$ cat src/hdl/assert_macros.svh
// assertion macros shared by the rtl modules
`ifndef ASSERT_MACROS_SVH
`define ASSERT_MACROS_SVH

// property checked on every rising clk edge outside reset
`define ASSERT_CLK(label, prop, msg) \
  label: assert property (@(posedge clk) disable iff (!rst_n) (prop)) else $error(msg);

// condition that must never be true outside reset
`define ASSERT_NEVER(label, cond, msg) \
  label: assert property (@(posedge clk) disable iff (!rst_n) !(cond)) else $error(msg);

`endif

$ cat src/hdl/shm_pkg.sv
// types and constants of the selectable hash modulo block
`default_nettype none
package shm_pkg;

  localparam int unsigned KEY_W = 32;
  localparam int unsigned DIV_STAGES = KEY_W;
  localparam int unsigned MIX_SHIFT = 16;

  localparam logic [KEY_W-1:0] MIX_MULT    = 32'h045d9f3b;
  localparam logic [KEY_W-1:0] GOLDEN_MULT = 32'h9E3779B9;

  localparam logic [1:0] KIND_PLAIN  = 2'd0;
  localparam logic [1:0] KIND_MIX    = 2'd1;
  localparam logic [1:0] KIND_GOLDEN = 2'd2;

  localparam logic [1:0] REG_HASH_KIND = 2'd0;
  localparam logic [1:0] REG_MODULUS   = 2'd1;

  typedef logic [KEY_W-1:0] word_t;

  typedef struct packed {
    logic full;
    logic empty;
  } q_status_t;

endpackage
`default_nettype wire

$ cat src/hdl/shm_front.sv
// front end: three stage hash mixer feeding the queue
`default_nettype none
`include "assert_macros.svh"
module shm_front (
  input  wire logic              clk,
  input  wire logic              rst_n,
  input  wire logic              in_valid,
  output logic                   in_stall,
  input  wire shm_pkg::word_t    in_key,
  input  wire logic [1:0]        kind,
  input  wire shm_pkg::q_status_t q_status,
  output logic                   push,
  output shm_pkg::word_t         push_data
);

  logic           v1_r, v2_r, v3_r;
  shm_pkg::word_t f1_r, f2_r, f3_r;
  shm_pkg::word_t a1, c1, p1, f1_nxt;
  shm_pkg::word_t b2, p2, f2_nxt, f3_nxt;
  logic           en;

  // whole front holds only when its last item cannot enter the queue
  assign en        = !(v3_r && q_status.full);
  assign in_stall  = !en;
  assign push      = v3_r && !q_status.full;
  assign push_data = f3_r;

  always_comb begin
    a1 = (kind == shm_pkg::KIND_MIX) ? (in_key ^ (in_key >> shm_pkg::MIX_SHIFT)) : in_key;
    c1 = (kind == shm_pkg::KIND_GOLDEN) ? shm_pkg::GOLDEN_MULT : shm_pkg::MIX_MULT;
    p1 = a1 * c1;
    f1_nxt = (kind == shm_pkg::KIND_MIX || kind == shm_pkg::KIND_GOLDEN) ? p1 : in_key;

    b2 = f1_r ^ (f1_r >> shm_pkg::MIX_SHIFT);
    p2 = b2 * shm_pkg::MIX_MULT;
    f2_nxt = (kind == shm_pkg::KIND_MIX) ? p2 : f1_r;

    f3_nxt = (kind == shm_pkg::KIND_MIX) ? (f2_r ^ (f2_r >> shm_pkg::MIX_SHIFT)) : f2_r;
  end

  always_ff @(posedge clk) begin
    if (!rst_n) begin
      v1_r <= 1'b0;
      v2_r <= 1'b0;
      v3_r <= 1'b0;
    end else if (en) begin
      v1_r <= in_valid;
      v2_r <= v1_r;
      v3_r <= v2_r;
    end
  end

  always_ff @(posedge clk) begin
    if (en) begin
      f1_r <= f1_nxt;
      f2_r <= f2_nxt;
      f3_r <= f3_nxt;
    end
  end

  `ASSERT_CLK(a_stall_needs_item, in_stall |-> (v3_r && q_status.full), "front stalled without a blocked item")
  `ASSERT_NEVER(a_push_when_full, push && q_status.full, "front pushed into a full queue")

endmodule
`default_nettype wire

$ cat config.mk
export PLATFORM = sky130hd
export DESIGN_NAME = shm_front
export DESIGN_NICKNAME = d
export VERILOG_FILES = /design/src/hdl/shm_pkg.sv /design/src/hdl/shm_front.sv
export VERILOG_INCLUDE_DIRS = /design/src /design/src/hdl
export SDC_FILE = /design/constraint.sdc
export NUM_CORES = 2
export LEC_CHECK = 0
export BUFFER_PORTS_ARGS = -buffer_cell sky130_fd_sc_hd__buf_4
export CORE_MARGIN = 2
export CORE_UTILIZATION = 60
export CTS_CLUSTER_SIZE = 40
export DETAILED_ROUTE_END_ITERATION = 10
export PLACE_DENSITY_LB_ADDON = 0.25
export SETUP_SLACK_MARGIN = 0.5
export SLEW_MARGIN = 20
export SYNTH_ARGS = -nofsm -noshare
export SYNTH_HDL_FRONTEND = slang
export SYNTH_SLANG_ARGS = --single-unit
$ cat constraint.sdc
create_clock -name clk -period 8.75 [get_ports clk]
set_clock_uncertainty 0.05 [all_clocks]
set_input_delay 1.75 -clock clk [delete_from_list [all_inputs] [get_ports clk]]
set_output_delay 1.75 -clock clk [all_outputs]
set_load 0.005 [all_outputs]
After elaboration in Yosys (flattened, before gate mapping)
Index checks and enable logic that the tools add are counted.
Storage, ports and cells
  memory bits (writable): 0
  bits in registers: 99
  word-level logic and storage cells: 22
  input bits: 39
  output and inout bits: 34
  memories kept: 0
  ROM bits: 0
  latch bits: 0
Cells by class
  bitwise gates (word level): 3
  muxes and demuxes: 5
  shift-type cells: 0
  $lt $le $gt $ge: 0
  reduce and logical (&&, ||, !) cells: 4
  divide/modulo/power cells: 0
  $mul: 2
  add/sub/neg operators: 0
  equal/unequal tests: 2
Operators with widths (number)
  2-to-1 mux 32 bit: 5
  bitwise XOR 32 x 16 -> 32 bit: 3
  multiplier 32 x 27 -> 32 bit, second input constant: 1
  multiplier 32 x 32 -> 32 bit: 1
  equality test 2 x 1 -> 1 bit, second input constant: 1
  equality test 2 bit, second input constant: 1
  logical AND 1 bit: 2
  zero test 1 bit: 1
  logical OR 1 bit: 1

Logic depth before layout (Yosys ltp)
  word-level depth: 4
  depth in mapped cells: 34
  gate-level depth less buffers: 32

Least setup slack after synthesis
OpenSTA, ideal clock, no wires.
  path type: input port to flip-flop
  from: input kind[1]
  to: register f1_r[31], data pin
  slack: -0.474 ns
  arrival: 8.910 ns
  stages on the path: 28
  required time: 8.436 ns
  cells stage by stage: inv_1 > ha_1 > buf_6 > buf_6 > nand2_1 > xnor2_1 > inv_1 > nor2_1 > inv_1 > fa_1 > inv_1 > fa_1 > fa_1 > fa_1 > inv_1 > fa_1 > fa_1 > fa_1 > fa_1 > xnor2_1 > xnor2_1 > xnor2_1 > xnor2_1 > xnor3_1 > xnor2_1 > xnor2_1 > xnor2_1 > o21ai_1
On the way
  longest elaborated chain between the ends: 4
Ends and longest elaborated chain
  from (decl): line shm_front.sv:10  | input wire logic [1:0] kind,
  equality test 2 x 1 -> 1 bit / equality test 2 bit (equally long branches): line shm_front.sv:29, shm_front.sv:32, shm_front.sv:30
  2-to-1 mux 32 bit (on tied branches): line shm_front.sv:29, shm_front.sv:30
  multiplier 32 x 32 -> 32 bit: line shm_front.sv:31  | p1 = a1 * c1;
  2-to-1 mux 32 bit (*): line shm_front.sv:32  | f1_nxt = (kind == shm_pkg::KIND_MIX || kind == shm_pkg::KIND_GOLDEN) ? p1 : in_key;
  named net f1_nxt[31]: line shm_front.sv:18  | shm_pkg::word_t a1, c1, p1, f1_nxt;
  to (signal assigned): line shm_front.sv:55  | f1_r <= f1_nxt;
  to (decl): line shm_front.sv:17  | shm_pkg::word_t f1_r, f2_r, f3_r;
The timed path passes the listed nets; every way through them passes the cells marked *.
A chain may end at the register's enable or synchronous reset.

Final worst setup path
  from: input kind[1]
  to: register f1_r[30], data pin
Same word-level chain as after synthesis.

==> summary.txt <==
clock transition at the registers of the reported paths -> 0.09 ns
CTS root buf -> clkbuf_16
Max-Cap Viols -> 0
WP data arrival -> 8.58 ns
final setup margin -> 0.303 ns
# diodes -> 0
Slew Viols, Final -> 0
Final #Nets -> 3634
number of global-route vias before repair -> 19200
Final Setup Violations -> 0
Max Clk Rate -> 0.118 GHz
Yosys cell types -> 60
commonest non-fill, non-tap cell in the layout -> inv_1
CTS Buf Count -> 9
CP max stage delay -> 0.58 ns
largest net degree at the start of global routing -> 62
Max clock buf depth -> 2
H-tree depth -> 3
sequential area share after synthesis -> 11.6%
worst slack at placement -> -0.207 ns
fraction of layout cells with a size suffix above 1 -> 18.3%
Die H -> 210 um
Port Buffers -> 71
die area -> 44000 um^2
RSZ-0062 raised after global routing -> yes
Slew headroom -> 48.8%
worst min path class -> reg2reg
Crit. End Element -> register
CP Launch Type -> primary input
Post-synth EDFFs -> 96
Critical Path RT -> 8.89 ns
Layout area overhead -> 16.0%
DRC viols -> 0
GR Overflow Total -> 0
Synth Instances -> 2430
Setup CP Type -> in2reg
antenna-violating nets left -> 0
outcome -> finished, final reports clean
final WL -> 69800 um
FILL cells -> 3043
Vias per Instance -> 5.42
period utilization -> 96.5%
flops & latches, synth -> 99
Row Count -> 75
Cell Area, Synth -> 25400 um^2
Ports -> 73
Initial Util -> 60.6%
Post-CTS Hold Fix Bufs -> 0
clk_lat worst skew -> 0.36 ns
All-Layer GR Usage -> 33.6%
drt first pass iters -> 6
crit path max fanout -> 6
slowest CP cell -> fa_1
DIE WIDTH -> 210 um
synth warn -> 0
total negative slack -> 0 ns
Core ar. -> 41900 um^2
Tightest Pin Transition -> 0.763 ns
wire per inst -> 21.5 um
Syn Nets -> 3357
clock tree from TritonCTS -> done
first-pass GRT wire length -> 109000 um
routability congestion estimate -> 0.968
HPWL after DPL -> 62300 um
Synth Area per Inst -> 10.4 um^2
Hold Violations, Final -> 0
fin crit period -> 8.45 ns
Clock Sinks -> 99
Post-synth ARST share -> 0%
commonest cells after routing, fill and taps aside -> inv_1, fa_1, ha_1, buf_4, xnor2_1
DR vias -> 17600
DRT iter0 DRCs -> 1509
Synth Flop Type -> edfxtp_1
initial antenna violation count -> 2
final timing paths:
| check | slack (ns) | to | cells after the start | start |
|---|---|---|---|---|
| worst min register to register | 0.40 | push_data[31]$_DFFE_PN_ | 0 | f2_r[31]$_DFFE_PN_ |
| worst min-delay path | 0.40 | push_data[31]$_DFFE_PN_ | 0 | f2_r[31]$_DFFE_PN_ |
| worst max register to register | 1.10 | f2_r[31]$_DFFE_PN_ | 23 | f1_r[25]$_DFFE_PN_ |
| worst max-delay path | 0.30 | f1_r[30]$_DFFE_PN_ | 30 | kind[1] |
state kept, by name, indices dropped and copies added, names as in the netlist:
name and count:
v3_r 1, f2_r 32, v2_r 1, v1_r 1, push_data 32, f1_r 32
cells in the mapped netlist (3+ instances only):
master / count / area [um^2]
o211ai_1: 3 / 22.5
o21bai_1: 7 / 52.6
nor2_1: 40 / 150
a221oi_1: 4 / 35.0
edfxtp_1: 96 / 2880
ha_1: 358 / 4480
or3_1: 4 / 25.0
a21o_1: 38 / 285
and2_1: 15 / 93.8
fa_1: 530 / 10600
dfxtp_1: 3 / 60.1
o31ai_1: 7 / 52.6
o21a_1: 13 / 97.6
nand2_1: 135 / 507
nor2b_1: 5 / 31.3
or2_2: 4 / 25.0
mux2i_1: 5 / 50.1
xnor2_1: 134 / 1170
xor2_1: 47 / 412
a31oi_1: 4 / 25.0
and4_1: 3 / 26.3
o21ai_0: 49 / 245
a21oi_1: 55 / 275
inv_1: 749 / 2810
nor3_1: 4 / 20.0
clkbuf_1: 24 / 90.1
and3_1: 5 / 31.3
nand2b_1: 10 / 62.6
a211oi_1: 3 / 22.5
buf_1: 3 / 11.3
nand3_1: 11 / 55.1
mux2_2: 21 / 236
nand4_1: 4 / 25.0
o21ai_1: 3 / 15.0
per-stage QoR:
| stage | utilization (%) | instances | area [um^2] | hold WS [ns] |
|---|---|---|---|---|
| after floorplan | - | 2430 | 25900 | 0.377 |
| after global placement | 67.9 | 3206 | 28400 | 0.384 |
| after detailed placement | 67.9 | 3206 | 28400 | 0.384 |
| after CTS | 69.7 | 3238 | 29200 | 0.397 |
| after global routing | 70.3 | 3251 | 29400 | 0.417 |
| final | 70.3 | 3251 | 29400 | 0.396 |
area by class of cell:
cell class,count,area (um^2),area share (%)
Clock buffer,10,239,0.812
Clock inverter,6,58.8,0.200
Timing Repair Buffer,295,2340,7.96
Inverter,751,2850,9.69
Tap cell,539,674,2.29
Multi-Input combinational cell,1551,20300,69.1
Sequential cell,99,2940,10.0
cell families after synthesis:
group	synth area share, %
xor gates and xnor gates	6.68
buffers and inverters	11.6
and+or+nand+nor	4.34
other	0.0148
adders and majority gates	59.5
DFF	11.6
muxes	1.13
AOI/OAI and AO/OA	5.18
layer usage:
layer / share of wire, % / routed length, um / vias up / global-route usage (%)
met5: 0.016 / 11 / - / 0
met4: 3.0 / 2130 / 2 / 8.58
met3: 9.6 / 6710 / 92 / 7.08
met2: 45 / 31200 / 708 / 51.4
met1: 43 / 29700 / 8933 / 49.3
li1: - / - / 7891 / -
critical path: cells and delay by family:
family | cells | cell delay (ns)
adder cells (fa/ha/maj) | 10 | 3.57
AND/OR/NAND/NOR | 5 | 0.82
AO/OA/AOI/OAI | 8 | 1.84
buffers and inverters | 7 | 0.58
timing repair:
item                                    4_1_cts  5_1_grt
pin swaps                                    60       40
endpoints found under the setup margin       11       15
gates resized for setup                      64       43
cloned                                        1        0
setup buffers                                15       13
Power is not shown: default switching activity piles up to over one toggle a cycle in this logic, so the estimate is an artifact.
