$ cat config.mk
export PLATFORM = sky130hd
export DESIGN_NAME = shm_queue
export DESIGN_NICKNAME = d
export VERILOG_FILES = /design/src/hdl/shm_pkg.sv /design/src/hdl/shm_queue.sv
export VERILOG_INCLUDE_DIRS = /design/src /design/src/hdl
export SDC_FILE = /design/constraint.sdc
export NUM_CORES = 1
export LEC_CHECK = 0
export CORE_MARGIN = 10
export CORE_UTILIZATION = 55
export DETAILED_ROUTE_END_ITERATION = 8
export DONT_BUFFER_PORTS = 1
export GPL_TIMING_DRIVEN = 0
export PLACE_DENSITY = 0.77
export SLEW_MARGIN = 20
export SYNTH_ARGS = -nofsm -noshare
export SYNTH_HDL_FRONTEND = slang
export SYNTH_SLANG_ARGS = --single-unit
$ cat constraint.sdc
create_clock -name clk -period 5.38 [get_ports clk]
set_input_delay 0.269 -clock clk [delete_from_list [all_inputs] [get_ports clk]]
set_output_delay 0.269 -clock clk [all_outputs]
set_load 0.02 [all_outputs]
$ cat src/hdl/assert_macros.svh
// assertion macros shared by the rtl modules
`ifndef ASSERT_MACROS_SVH
`define ASSERT_MACROS_SVH

// property checked on every rising clk edge outside reset
`define ASSERT_CLK(label, prop, msg) \
  label: assert property (@(posedge clk) disable iff (!rst_n) (prop)) else $error(msg);

// condition that must never be true outside reset
`define ASSERT_NEVER(label, cond, msg) \
  label: assert property (@(posedge clk) disable iff (!rst_n) !(cond)) else $error(msg);

`endif

$ cat src/hdl/shm_pkg.sv
// types and constants of the selectable hash modulo block
`default_nettype none
package shm_pkg;

  localparam int unsigned KEY_W = 32;
  localparam int unsigned DIV_STAGES = KEY_W;
  localparam int unsigned MIX_SHIFT = 16;

  localparam logic [KEY_W-1:0] MIX_MULT    = 32'h045d9f3b;
  localparam logic [KEY_W-1:0] GOLDEN_MULT = 32'h9E3779B9;

  localparam logic [1:0] KIND_PLAIN  = 2'd0;
  localparam logic [1:0] KIND_MIX    = 2'd1;
  localparam logic [1:0] KIND_GOLDEN = 2'd2;

  localparam logic [1:0] REG_HASH_KIND = 2'd0;
  localparam logic [1:0] REG_MODULUS   = 2'd1;

  typedef logic [KEY_W-1:0] word_t;

  typedef struct packed {
    logic full;
    logic empty;
  } q_status_t;

endpackage
`default_nettype wire

$ cat src/hdl/shm_queue.sv
// short fifo between the hash front end and the divider back end
`default_nettype none
`include "assert_macros.svh"
module shm_queue #(
  parameter int unsigned DEPTH = 4
) (
  input  wire logic               clk,
  input  wire logic               rst_n,
  input  wire logic               push,
  input  wire shm_pkg::word_t     push_data,
  input  wire logic               pop,
  output shm_pkg::word_t          pop_data,
  output shm_pkg::q_status_t      q_status
);

  localparam int unsigned PW = (DEPTH > 1) ? $clog2(DEPTH) : 1;
  localparam int unsigned CW = $clog2(DEPTH + 1);

  shm_pkg::word_t mem [DEPTH];
  logic [PW-1:0]  wr_ptr_r, rd_ptr_r;
  logic [CW-1:0]  count_r;

  function automatic logic [PW-1:0] ptr_inc(input logic [PW-1:0] p);
    return (p == PW'(DEPTH - 1)) ? '0 : p + 1'b1;
  endfunction

  assign q_status.full  = (count_r == CW'(DEPTH));
  assign q_status.empty = (count_r == '0);
  assign pop_data       = mem[rd_ptr_r];

  always_ff @(posedge clk) begin
    if (!rst_n) begin
      wr_ptr_r <= '0;
      rd_ptr_r <= '0;
      count_r  <= '0;
    end else begin
      if (push) wr_ptr_r <= ptr_inc(wr_ptr_r);
      if (pop)  rd_ptr_r <= ptr_inc(rd_ptr_r);
      if (push && !pop)      count_r <= count_r + 1'b1;
      else if (pop && !push) count_r <= count_r - 1'b1;
    end
  end

  always_ff @(posedge clk) begin
    if (push) mem[wr_ptr_r] <= push_data;
  end

  `ASSERT_CLK(a_count_up, (push && !pop) |=> (count_r == $past(count_r) + 1'b1), "queue count did not rise on push")
  `ASSERT_NEVER(a_pop_when_empty, pop && q_status.empty, "queue popped while empty")

endmodule
`default_nettype wire

### Word level (Yosys, flattened, before mapping)

Memories as Yosys holds them, arrays and structs flattened. A register that Yosys moved wholly into a read port is not among the register bits.
Index checks and enable logic that the tools add are counted.

| storage, ports and cells | value |
|---|---|
| bits in registers | 7 |
| RAM bits | 128 |
| word-level logic and storage cells | 25 |
| memories kept | 1 |

| operators by class | value |
|---|---|
| $add $sub $neg | 4 |
| equal/unequal tests | 3 |
| multiplexer cells | 8 |
| reductions and logical operators | 6 |

Memories:

| memory | depth | bits a word | read ports | clocked after memory_dff | write ports | RTL line | source |
|---|---|---|---|---|---|---|---|
| mem | 4 | 32 | 1 | 1 | 1 | shm_queue.sv:19 | `shm_pkg::word_t mem [DEPTH];` |

Operators by type and width:

| operator | number |
|---|---|
| two-way mux 2 bit | 4 |
| two-way mux 3 bit | 2 |
| adder 2 x 1 -> 2 bit (second input constant) | 2 |
| equality test 2 bit (second input constant) | 2 |
| adder 3 x 1 -> 3 bit (second input constant) | 1 |
| equality test 3 bit (second input constant) | 1 |
| zero test 3 bit | 1 |
| subtractor 3 x 1 -> 3 bit (second input constant) | 1 |
| logical AND 1 bit | 2 |
| zero test 1 bit | 2 |
| two-way mux 1 bit | 2 |
| nonzero test 2 bit | 1 |

### Depth between registers and ports, before layout

Gate-level depths: netlist of the first run.

| logic depth | value |
|---|---|
| depth in word-level cells | 4 |
| gate-level depth with buffers | 7 |

### Worst setup path after synthesis of the first run

OpenSTA, ideal clock, no wires.

| timing path | value |
|---|---|
| kind | register to register |
| start | register wr_ptr_r[0] |
| end | memory mem[3][0] (netlist name), enable pin |
| arrival time | 1.341 ns |
| required time | 4.988 ns |
| setup slack | 3.647 ns |
| cell stages (with the launch flop) | 3 |
| path buffers | 0 |
| path through | dfxtp_1 > ha_1 > and2_1 |

RTL lines:

| item | RTL line | source |
|---|---|---|
| from (decl) | shm_queue.sv:20 | `logic [PW-1:0] wr_ptr_r, rd_ptr_r;` |
| from (signal assigned) | shm_queue.sv:37 | `if (push) wr_ptr_r <= ptr_inc(wr_ptr_r);` |
| to (decl) | shm_queue.sv:19 |  |

No word-level cell before the write port.

==> flow_summary.ini, run 1 <==
[status]
status = finished clean

[floorplanning]
fp.coreArea_um2 = 9150
die-area_um2 = 13600
die-width_um = 116
start_util_pct = 55.9
die_h_um = 116
row_count = 35
num_io_pins = 70

[min_path]
min_path_type = primary input to flop
hp-start = pop
hold_depth = 3

[final_layout]
synthToLayoutAreaGrowth_pct = 23.2
multi_input_area_um2 = 996
diodes = 0
fin_nets = 312
nFillCells = 558
seq_area_um2 = 4020
drive_above_1_share_pct = 27.0

[place]
place.gp.congestion = 0.665
hpwlAfterDp_um = 5690
portBuffers = 0
place_ws_ns = 3.67

[pwr]
p_sw_uw = 605
power_mw = 2.59
clockPowerShare_pct = 43.4
p_leak_nw = 2.09
combPwrFrac_pct = 8.9
vdd_drop_max_v = 0.000292
p_int_mw = 1.99
p_seq_share_pct = 47.7
p_per_area_nw_per_um2 = 411
swShare_pct = 23.3

[detailed_routing]
drt_iter0_drc = 135
wirelength_um = 9270
drcViolationCount = 0
via_per_inst = 5.58
drtPass1Iterations = 4
vias = 2194
wl_per_cell_um = 23.6
ant_nets = 0

[worst_setup_path]
path_cells = buf_6, buf_12, mux4_2
max_stage_delay_ns = 0.61
critPathMaxFanout = 10
arrival_ns = 1.74
path_depth = 3
crit_family = multiplexers
path_class = flop to output port
worstPathRequired_ns = 5.11
regToRegStartpoint = wr_ptr_r[0]
reg2reg_depth = 4
start_kind = flop
rrSetupSlack_ns = 3.76
end_kind = output port
r2r-end = mem[2][23]
cp_slowest_cell = mux4_2
path_buf_inv = 2

[logic_synthesis]
yosysSeqAreaShare_pct = 78.7
syn_area_um2 = 5120
synth-main-ff-cell = edfxtp_1
synthArstFlopShare_pct = 0
synth_cell_type_count = 22
syn_inst = 211
syn_area_per_cell_um2 = 24.2
synth.most_common_cell = edfxtp_1
ys_seq_elements = 137
yosys-top-cells-count = edfxtp_1, mux4_2, dfxtp_1
synthTopCellsByArea = edfxtp_1, mux4_2, dfxtp_1
yosysTopAreaCellShare_pct = 75.1
yosys_warnings = 0
syn_nets = 254
synth_top_cell_by_area = edfxtp_1
synth_edf_count = 128

[clocking]
post_cts_buffers = 0
clk_latency_ns = 0.51
clk_pin_slew_ns = 0.06
cts_root_buf = clkbuf_8
clock_sinks = 137
clock_path_buffers = 2
cts_made_buffers = 17
cts_tree = yes
htreeDepth = 4

[timing]
fin_crit_sh_pct = 37.3
setup-tns-final_ns = 0
drv_slew = 0
tightest_slew_ns = 0.695
setup_violations = 0
clock_skew_ns = 0.0109
fmax_ghz = 0.498
hold_viol = 0
rsz0062_at_grt = no
setup_ws_ns = 3.37
period_minus_slack_ns = 2.01
maxSlewHeadroom_pct = 53.6

[global_routing]
grt_pass1_wl_um = 14300
antenna_found_initial = 0
met1_usage_pct = 17.0
first_global_vias = 2465
grtUsageMet2_pct = 24.9
grtUsageMet3_pct = 5.39
overflow = 0
grt_usage_pct = 14.8
top_usage_layer = met2
grt_max_degree = 18

[job]
drv_cap = 0
==> placed cells by master, fill, tap and decap left out, types with 2 or more instances in the layout <==
| cell | count |
|---|---|
| edfxtp_1 | 128 |
| dlygate4sd3_1 | 35 |
| mux4_2 | 30 |
| clkbuf_16 | 16 |
| dfxtp_1 | 9 |
| ha_1 | 6 |
| nor2b_1 | 5 |
| inv_6 | 5 |
| inv_1 | 4 |
| and2_2 | 4 |
| mux2i_1 | 4 |
| buf_16 | 4 |
| buf_12 | 3 |
| buf_2 | 3 |
| clkinv_4 | 3 |
| clkinvlp_4 | 3 |
| nor3_1 | 2 |
| mux4_1 | 2 |
| bufinv_16 | 2 |
==> worst max path at each step <==
stage | endpoint | slack [ns]
6_report | pop_data[4] | 3.37
3_3_place_gp | mem[3][13] | 3.07
4_1_cts | pop_data[8] | 3.32
3_5_place_dp | count_r[2] | 3.67
2_1_floorplan | mem[3][0] | 3.65
5_1_grt | pop_data[4] | 3.28
==> area by class of cell <==
| class | instances | share of cell area (%) |
|---|---|---|
| tap | 111 | 2.20 |
| inverter | 4 | 0.238 |
| multi-input combinational | 63 | 15.8 |
| timing repair buffer | 39 | 7.31 |
| sequential | 137 | 63.8 |
| clock inverter | 14 | 2.60 |
| clock buffer | 18 | 6.63 |
| buffer | 7 | 1.37 |
==> tightest hold or removal path: cells and delay by family <==
| kind | cells | cell delay, ns |
|---|---|---|
| AO/OA/AOI/OAI | 1 | 0.19 |
| buffers and inverters | 1 | 0.07 |
| AND/OR/NAND/NOR | 1 | 0.06 |
==> cell families after synthesis <==
family / synth area share (%)
flops: 78.7
fa+ha+maj: 1.86
buf+inv: 1.98
simple gates: 1.76
xor+xnor: 0.342
mux: 15.0
compound gates: 0.391
==> power by group through the flow <==
| stage | clock (mW) | combinational [mW] | sequential, mW |
|---|---|---|---|
| after global routing | 1.19 | 0.249 | 1.24 |
| final | 1.13 | 0.231 | 1.24 |
| after CTS | 1.15 | 0.237 | 1.24 |
| after global placement | 0 | 0.191 | 1.26 |
| after detailed placement | 0 | 0.205 | 1.26 |
| after floorplan | 0 | 0.160 | 1.25 |
==> what timing repair did <==
| action | in CTS | in global routing |
|---|---|---|
| hold buffers | 35 | 0 |
| resized for setup | 0 | 0 |
| hold endpoints to repair | 137 | 0 |
==> sequential cells by signal, summed over array words and instances, names as in the netlist, named ones only <==
| signal | flops |
|---|---|
| count_r | 3 |
| mem | 128 |
| rd_ptr_r | 2 |
| wr_ptr_r | 2 |
==> per-layer routing <==
| layer | share of wire (%) | wire [um] |
|---|---|---|
| met5 | 0 | 0 |
| met4 | 0.68 | 63 |
| met3 | 6.1 | 565 |
| met2 | 54 | 5010 |
| met1 | 39 | 3630 |
==> stage by stage <==
| step | util, % | std cells | hold WS, ns | area [um2] |
|---|---|---|---|---|
| finish | 68.9 | 393 | 0.140 | 6300 |
| global route | 68.9 | 393 | 0.135 | 6300 |
| CTS | 68.9 | 393 | 0.113 | 6300 |
| detailed placement | 58.7 | 326 | 0.368 | 5370 |
| global placement | 57.4 | 322 | 0.368 | 5260 |
| floorplan | - | 211 | 0.368 | 5120 |
(Power assumes the default switching activity.)
==> run 2: changes to the inputs <==
- clock period: 5.38 -> 1.9 ns (I/O delays scaled with it)
==> run 2 against run 1 <==
  * Via count up 0.82%
  * Non-clock buffer count is 3 higher
  * Sequential power grew to 2.8 times the previous value
  * Largest power group unchanged
==> flow_summary.ini, run 2 (synthesis results as in run 1) <==
[worst_setup_path]
arrival_ns = 1.74
worstPathRequired_ns = 1.80
rrSetupSlack_ns = 0.29
path_class = flop to output port
regToRegStartpoint = wr_ptr_r[0]
path_cells = buf_12, clkbuf_16, mux4_2
critPathMaxFanout = 8
end_kind = output port
r2r-end = mem[2][24]
max_stage_delay_ns = 0.58
cp_slowest_cell = mux4_2
start_kind = flop
reg2reg_depth = 4

[clocking]
htreeDepth = 4
clk_latency_ns = 0.51
clock_sinks = 137
cts_made_buffers = 17
clock_path_buffers = 2
cts_root_buf = clkbuf_8
clk_pin_slew_ns = 0.06
cts_tree = yes

[detailed_routing]
vias = 2212
wirelength_um = 9370
via_per_inst = 5.59
ant_nets = 0
wl_per_cell_um = 23.7
drtPass1Iterations = 6
drt_iter0_drc = 107
drcViolationCount = 0

[timing]
maxSlewHeadroom_pct = 53.6
setup_ws_ns = 0.0627
rsz0062_at_grt = yes
period_minus_slack_ns = 1.84
fin_crit_sh_pct = 96.7
drv_slew = 0
clock_skew_ns = 0.00876
hold_viol = 0
setup_violations = 0
setup-tns-final_ns = 0
fmax_ghz = 0.544
tightest_slew_ns = 0.695

[final_layout]
layout_commonest_cell = edfxtp_1
reg.largest.list = mem (128), count_r (3)
drive_above_1_share_pct = 28.1
largest_reg_flops = 128
fin_nets = 315
mostFrequentLayoutCells = edfxtp_1, dlygate4sd3_1, mux4_2
top_register = mem
diodes = 0
synthToLayoutAreaGrowth_pct = 24.8

[min_path]
hold_path_end = mem[2][19]
hp-start = push
min_path_type = primary input to flop
hold_depth = 1

[place]
hpwlAfterDp_um = 5690
place_ws_ns = 0.286
portBuffers = 0
place.gp.congestion = 0.665

[floorplanning]
die-width_um = 116
die_h_um = 116
fp.coreArea_um2 = 9150
start_util_pct = 55.9
row_count = 35
num_io_pins = 70
die-area_um2 = 13600

[job]
drv_cap = 0

[global_routing]
overflow = 0
grt_usage_pct = 14.7
grt_pass1_wl_um = 14200
antenna_found_initial = 0
grt_max_degree = 18
first_global_vias = 2468

[pwr]
p_per_area_nw_per_um2 = 1150
vdd_drop_max_v = 0.000830
p_leak_nw = 2.12
power_mw = 7.37

[status]
status = finished clean
[run 2: cell types whose count changed in the layout (fill, tap and decap cells not counted)]
cell and change:
clkbuf_16 +3, dfxtp_2 +1, buf_12 +1, dfxtp_1 -1, buf_6 -1
[run 2: where the power goes]
group          total [mW]  internal [mW]  switching [mW]
sequential           3.50           3.45          0.0480
clock                3.18           1.90            1.28
combinational       0.686          0.299           0.387
[run 2: area by class of cell]
cell class                 count  area (um2)
timing repair buffer          42         536
sequential                   137        4030
tap                          111         139
multi-input combinational     63         996
clock buffer                  18         418
buffer                         7        95.1
clock inverter                14         164
inverter                       4        15.0
fill                         550        2770
[run 2: how the worst max path moves through the flow]
stage / startpoint / to / slack [ns] / cells after the start
finish: flop / pop_data[5] / 0.06 / 3
global route: flop / pop_data[2] / -0.004 / 3
CTS: flop / pop_data[8] / 0.02 / 3
detailed placement: wr_ptr_r[0] / mem[2][13] / 0.29 / 4
global placement: wr_ptr_r[0] / mem[3][13] / -0.41 / 2
floorplan: wr_ptr_r[0] / mem[3][0] / 0.17 / 2
[run 2: worst max-delay path: cells and delay by family (launching register included)]
kind | cells | cell delay, ns
buf+inv | 2 | 0.31
flops | 1 | 0.34
mux | 1 | 0.58
[run 2: timing repair]
| action | in CTS | in global routing |
|---|---|---|
| endpoints found under the hold margin | 137 | 0 |
| hold buffers | 35 | 0 |
| resized for setup | 0 | 3 |
| setup buffers | 0 | 0 |
| setup endpoints to repair | 0 | 7 |
[run 2: per-stage QoR]
stage / utilization (%) / instances / area (um2) / hold WS (ns)
2_1_floorplan: - / 211 / 5120 / 0.194
3_3_place_gp: 57.4 / 322 / 5260 / 0.194
3_5_place_dp: 58.7 / 326 / 5370 / 0.194
4_1_cts: 68.9 / 393 / 6300 / 0.116
5_1_grt: 69.8 / 396 / 6390 / 0.127
6_report: 69.8 / 396 / 6390 / 0.131
[run 2: per-layer routing]
metal,routed length [um],GRT usage [%],share of wire [%],vias up
li1,-,-,-,1009
met1,3610,17.1,38,1132
met2,5120,24.6,55,62
met3,555,5.34,5.9,9
met4,93,5.25,0.99,0
met5,0,0,0,-
